==> src/sv/drcc_pkg.sv <==
`timescale 1ns / 1ps

package drcc_pkg;

    // Defaults for the top-level parameters.
    localparam int PART_COUNT_DEF   = 8;
    localparam int LABEL_SECTOR_DEF = 0;

    // Result status codes.
    localparam logic [2:0] ST_OK        = 3'd0;
    localparam logic [2:0] ST_READ_ONLY = 3'd1;
    localparam logic [2:0] ST_NOT_OPEN  = 3'd2;
    localparam logic [2:0] ST_INVALID   = 3'd3;
    localparam logic [2:0] ST_AT_END    = 3'd4;

    // Register indexes on the APB port (byte address is four times the index).
    localparam logic [2:0] REG_SECTOR_SIZE    = 3'd0;
    localparam logic [2:0] REG_SECTORS_TRACK  = 3'd1;
    localparam logic [2:0] REG_TRACKS_CYL     = 3'd2;
    localparam logic [2:0] REG_BLOCK_SHIFT    = 3'd3;
    localparam logic [2:0] REG_LABEL_WRITABLE = 3'd4;
    localparam logic [2:0] REG_LABELED_OPEN   = 3'd5;
    localparam logic [2:0] REG_OPEN_MASK      = 3'd6;

    // Register reset values.
    localparam logic [12:0] SECTOR_SIZE_RST = 13'd512;
    localparam logic [8:0]  SPT_RST         = 9'd32;
    localparam logic [8:0]  TPC_RST         = 9'd16;

    // One input transaction.
    typedef struct packed {
        logic               req_type;
        logic [2:0]         partition;
        logic               is_read;
        logic signed [31:0] block_number;
        logic [23:0]        byte_count;
        logic [31:0]        entry_offset;
        logic [31:0]        entry_size;
    } t_req;

    // One result transaction.
    typedef struct packed {
        logic [2:0]  status;
        logic        truncated;
        logic [23:0] granted_bytes;
        logic [31:0] cylinder;
        logic [7:0]  head;
        logic [7:0]  sector;
        logic        read_command;
    } t_rsp;

    // Request as decoded at the entry stage.
    typedef struct packed {
        logic               is_load;
        logic               ro;
        logic               nopen;
        logic               rd;
        logic [23:0]        bytes;
        logic [24:0]        szn;
        logic signed [38:0] sn;
        logic signed [39:0] absn;
        logic [31:0]        maxsz;
        logic [12:0]        ss;
        logic [8:0]         spt;
        logic [17:0]        spc;
    } t_ent;

    // Request plus its length in sectors.
    typedef struct packed {
        t_ent        ent;
        logic [24:0] sz;
    } t_mid;

    // Request plus length and cylinder.
    typedef struct packed {
        t_mid        mid;
        logic [31:0] cyl;
    } t_mid2;

endpackage

==> src/sv/drcc_div.sv <==
`timescale 1ns / 1ps

// Pipelined restoring divider: one quotient bit per stage, with a side payload
// carried alongside. Each stage holds only while it is full and the next one holds.
module drcc_div import drcc_pkg::*; #(
    parameter int NW = 24,
    parameter int DW = 13,
    parameter int SW = 8
) (
    input  logic          i_clk,
    input  logic          i_rst_n,
    input  logic          i_valid,
    output logic          o_ready,
    input  logic [NW-1:0] i_num,
    input  logic [DW-1:0] i_den,
    input  logic [SW-1:0] i_side,
    output logic          o_valid,
    input  logic          i_ready,
    output logic [NW-1:0] o_quo,
    output logic [DW-1:0] o_rem,
    output logic [SW-1:0] o_side
);

    logic [NW-1:0] r_v;
    logic [DW-1:0] r_rem  [NW];
    logic [NW-1:0] r_nq   [NW];
    logic [DW-1:0] r_den  [NW];
    logic [SW-1:0] r_side [NW];
    logic [NW-1:0] hold;

    // Last stage holds when the consumer stalls.
    assign hold[NW-1] = r_v[NW-1] & ~i_ready;

    genvar k;
    generate
        for (k = 0; k < NW; k++) begin : g_stage
            logic          s_v;
            logic [DW-1:0] s_rem;
            logic [NW-1:0] s_nq;
            logic [DW-1:0] s_den;
            logic [SW-1:0] s_side;
            logic [DW:0]   t;
            logic          ge;
            logic [DW:0]   diff;

            // Stage source: the input port or the previous stage.
            if (k == 0) begin : g_first
                assign s_v    = i_valid;
                assign s_rem  = '0;
                assign s_nq   = i_num;
                assign s_den  = i_den;
                assign s_side = i_side;
            end else begin : g_next
                assign s_v    = r_v[k-1];
                assign s_rem  = r_rem[k-1];
                assign s_nq   = r_nq[k-1];
                assign s_den  = r_den[k-1];
                assign s_side = r_side[k-1];
                assign hold[k-1] = r_v[k-1] & hold[k];
            end

            // One restoring step: bring in the next numerator bit, subtract if it fits.
            assign t    = {s_rem, s_nq[NW-1]};
            assign diff = t - {1'b0, s_den};
            assign ge   = (t >= {1'b0, s_den});

            always_ff @(posedge i_clk) begin
                if (!i_rst_n) begin
                    r_v[k] <= 1'b0;
                end else if (!hold[k]) begin
                    r_v[k] <= s_v;
                end
            end

            always_ff @(posedge i_clk) begin
                if (!hold[k]) begin
                    r_rem[k]  <= ge ? diff[DW-1:0] : t[DW-1:0];
                    r_nq[k]   <= {s_nq[NW-2:0], ge};
                    r_den[k]  <= s_den;
                    r_side[k] <= s_side;
                end
            end
        end
    endgenerate

    assign o_ready = ~hold[0];
    assign o_valid = r_v[NW-1];
    assign o_quo   = r_nq[NW-1];
    assign o_rem   = r_rem[NW-1];
    assign o_side  = r_side[NW-1];

endmodule
==> config.mk <==
export PLATFORM = sky130hd
export DESIGN_NAME = drcc_div
export DESIGN_NICKNAME = d
export VERILOG_FILES = /design/src/sv/drcc_pkg.sv /design/src/sv/drcc_div.sv
export SDC_FILE = /design/constraint.sdc
export NUM_CORES = 2
export LEC_CHECK = 0
export BUFFER_PORTS_ARGS = -buffer_cell sky130_fd_sc_hd__clkbuf_2
export CORE_MARGIN = 2
export CORE_UTILIZATION = 40
export CTS_CLUSTER_SIZE = 25
export DETAILED_ROUTE_END_ITERATION = 12
export PLACE_DENSITY = 0.61
export REMOVE_ABC_BUFFERS = 1
export SLEW_MARGIN = 10
export SYNTH_ARGS = -nofsm -noshare
export SYNTH_HDL_FRONTEND = slang
export SYNTH_SLANG_ARGS = --single-unit
==> constraint.sdc <==
create_clock -name i_clk -period 13.8 [get_ports i_clk]
set_input_delay 2.76 -clock i_clk [delete_from_list [all_inputs] [get_ports i_clk]]
set_output_delay 2.76 -clock i_clk [all_outputs]
set_load 0.05 [all_outputs]
==> metrics.csv <==
metric,value,unit
status,finished clean,
fin nets,4608,
"Hold Violations, Final",0,
DRT iter0 DRCs,1581,
die area,153600,um2
DRC violations left,0,
worst-margin pin slew,1.025,ns
fin. max-slew vios,0,
share of layout cells above drive strength 1,0.1427,
Leak,0.02748,uW
Rows,142,
pwr/cell area,198.7,nW/um2
"area leader, netlist",edfxtp_1,
I/O pins,96,
core region area,149600,um2
fin cells,6369,
placed wire-length estimate,71.75,mm
Critical Path RT,11.04,ns
Mean Syn Cell Area,15.10,um2
CTS Root Cell,clkbuf_16,
Worst Path Buf+Inv,3,
Peak supply drop,0.1269,mV
CTS tree,done,
RSZ-0062 raised after global routing,false,
period utilisation layout,0.5826,
Int Pwr,9685,uW
port bufs,95,
crit-path cells,clkbuf_2 > and3b_1 > and4_1 > and3_1 > inv_2 > nor2_1 > and2_1 > nand4_1 > clkbuf_2,
initial antenna violation count,2,
Switch Pwr,3896,uW
cell mode on critical path,clkbuf_2,
GPL Wtd Cong,0.8460,
final setup fails,0,
final WL,101.2,mm
#FFs+latches synth,1403,
CTS Sinks,1403,
Final WS setup,5.760,ns
Reg power frac,0.437,
Synth cell types,66,
Setup crit end kind,primary output,
ANT cells,0,
total chip power,13580,uW
post-cts sizing count,0,
DRT Pass-1 Iters,7,
Arrival @ worst endpoint,5.28,ns
max cap viols,0,
"Seq/Total Area, Yosys",0.6960,
"Top FF cell, synth",edfxtp_1,
ANT nets after route,0,
Startpoint Class,input port,
CTS HTree Levels,4,
Tmin final,8.040,ns
switch share,0.2869,
list of most frequent post-synthesis cells,"edfxtp_1 (1379), inv_1 (413), ha_1 (301)",
Clk pwr share,0.294,
GRT Util Overall,0.1336,
setup bufs post-CTS,0,
first-pass GRT wire length,162.3,mm
Clock transition at path regs,0.06,ns
setup TNS,0,ns
Via density,4.865,
Yosys top cell area share,0.6881,
synthesized area,60180,um2
cts hold-fix bufs,0,
Post-synth EDFFs,1379,
CTS max path bufs,3,
chip width,391.9,um
worst setup path category,input port to primary output,
skew final,0.04498,ns
wire per inst,15.90,um
Crit Path Max Fanout,7,
"Clk Latency, worst-skew pair",0.79,ns
Post-Syn Instances,3987,
placed cells,6101,
Synth Warn #,0,
Slew headroom,0.2989,
initial core utilization,0.4023,
number of global-route vias before repair,30789,
largest net degree at the start of global routing,61,
total gr overflow,0,
top-count cell post-synth,edfxtp_1,
DR vias,30985,
power share of the combinational group,0.269,
Hold Crit Class,flop to flop,
fmax,124.4,MHz
"FFs w/ async S/R, synth",0,
Synth area leaders,"edfxtp_1 (69%), ha_1 (6.3%), mux2_2 (4.1%)",
die height,391.9,um
critical path's largest stage delay,0.39,ns
"CP delay by family, top",simple AND/OR/NAND/NOR gates,
Num CTS Buffers,148,
Area growth syn-to-layout,13.56,%
DP Worst Slack,5.759,ns
CP max stage cell,and2_1,
## logic make-up (layout without fill, tap and decap cells)
logic type | Yosys count | count (layout) | share of synthesized area
XOR/XNOR | 209 | 209 | 0.03042
buffers and inverters | 446 | 812 | 0.02865
AO/OA/AOI/OAI | 621 | 621 | 0.06676
flip-flops | 1403 | 1403 | 0.6960
adder cells (fa/ha/maj) | 324 | 324 | 0.07023
multiplexers | 272 | 272 | 0.05033
AND/OR/NAND/NOR | 712 | 712 | 0.05759
## area by class of cell
type	instances	area [um2]
inverters	414	1554
well taps	2016	2522
fillers	13099	81250
flip-flops and latches	1403	41890
clock buffers	184	3901
multi-input cells	2138	16660
clock inverters	84	1075
repair buffers	130	738.2
## power groups by stage
stage / Clock (uW) / Sequential, uW / Combinational, uW
2_1_floorplan: 0 / 6020 / 2770
3_3_place_gp: 0 / 6030 / 3600
3_5_place_dp: 0 / 6050 / 3630
4_1_cts: 4120 / 5960 / 3670
5_1_grt: 4280 / 6020 / 4100
6_report: 3990 / 5940 / 3650
## registers in the layout, indices dropped and copies added (netlist names)
register / cells
r_nq: 576
r_rem: 312
r_den: 299
r_side: 192
g_stage.s_v: 23
o_valid: 1
## metrics by stage
| step | hold WS (ns) | utilization | instance area (um2) |
|---|---|---|---|
| after floorplan | 0.4003 | - | 60010 |
| after global placement | 0.4003 | 0.4236 | 63370 |
| after detailed placement | 0.4045 | 0.4236 | 63370 |
| after CTS | 0.3796 | 0.4569 | 68340 |
| after global routing | 0.3890 | 0.4569 | 68340 |
| final | 0.3890 | 0.4569 | 68340 |
## cells in the final DEF (no fill, tap or decap), types with 19 or more instances in the layout
cell type / n
edfxtp_1: 1379
fa_1: 23
or3_1: 41
o21ai_0: 136
nor2_1: 175
o21a_1: 75
ha_1: 301
clkbuf_1: 32
o211ai_1: 25
nand2_1: 160
inv_1: 405
xor2_1: 67
buf_4: 35
a21oi_1: 172
clkbuf_16: 150
a21o_1: 39
nor2b_1: 73
nand4_1: 45
mux2i_1: 48
mux2_2: 217
nand3_1: 31
clkinv_2: 19
clkinv_1: 23
nand2b_1: 24
clkbuf_2: 95
dfxtp_1: 24
xnor2_1: 142
nor3_1: 95
## worst register-to-register path, delay by kind of cell (launching register included)
family                   cells  cell delay [ns]
flip-flops                   1             0.42
AND/OR/NAND/NOR              2             0.97
AO/OA/AOI/OAI                2             1.13
adder cells (fa/ha/maj)      1             0.39
buffers and inverters        1             0.31
multiplexers                 1             0.34
## worst paths after layout
kind	from	endpoint	slack, ns	depth (start not counted)
max	i_ready	o_ready	5.76	9
min	r_side[2][1]	r_side[2][9]	0.39	0
max reg2reg	r_rem[1][49]	r_rem[2][12]	10.00	7
min reg2reg	r_side[2][1]	r_side[2][9]	0.39	0
## layer usage
layer / vias up / GRT usage / wire, um
met2: 494 / 0.2315 / 50330
met1: 14852 / 0.1651 / 44050
li1: 15451 / - / -
met5: - / 0 / 0
met3: 188 / 0.02678 / 3958
met4: 0 / 0.04825 / 2903
Power figures use the tool's default switching activity.
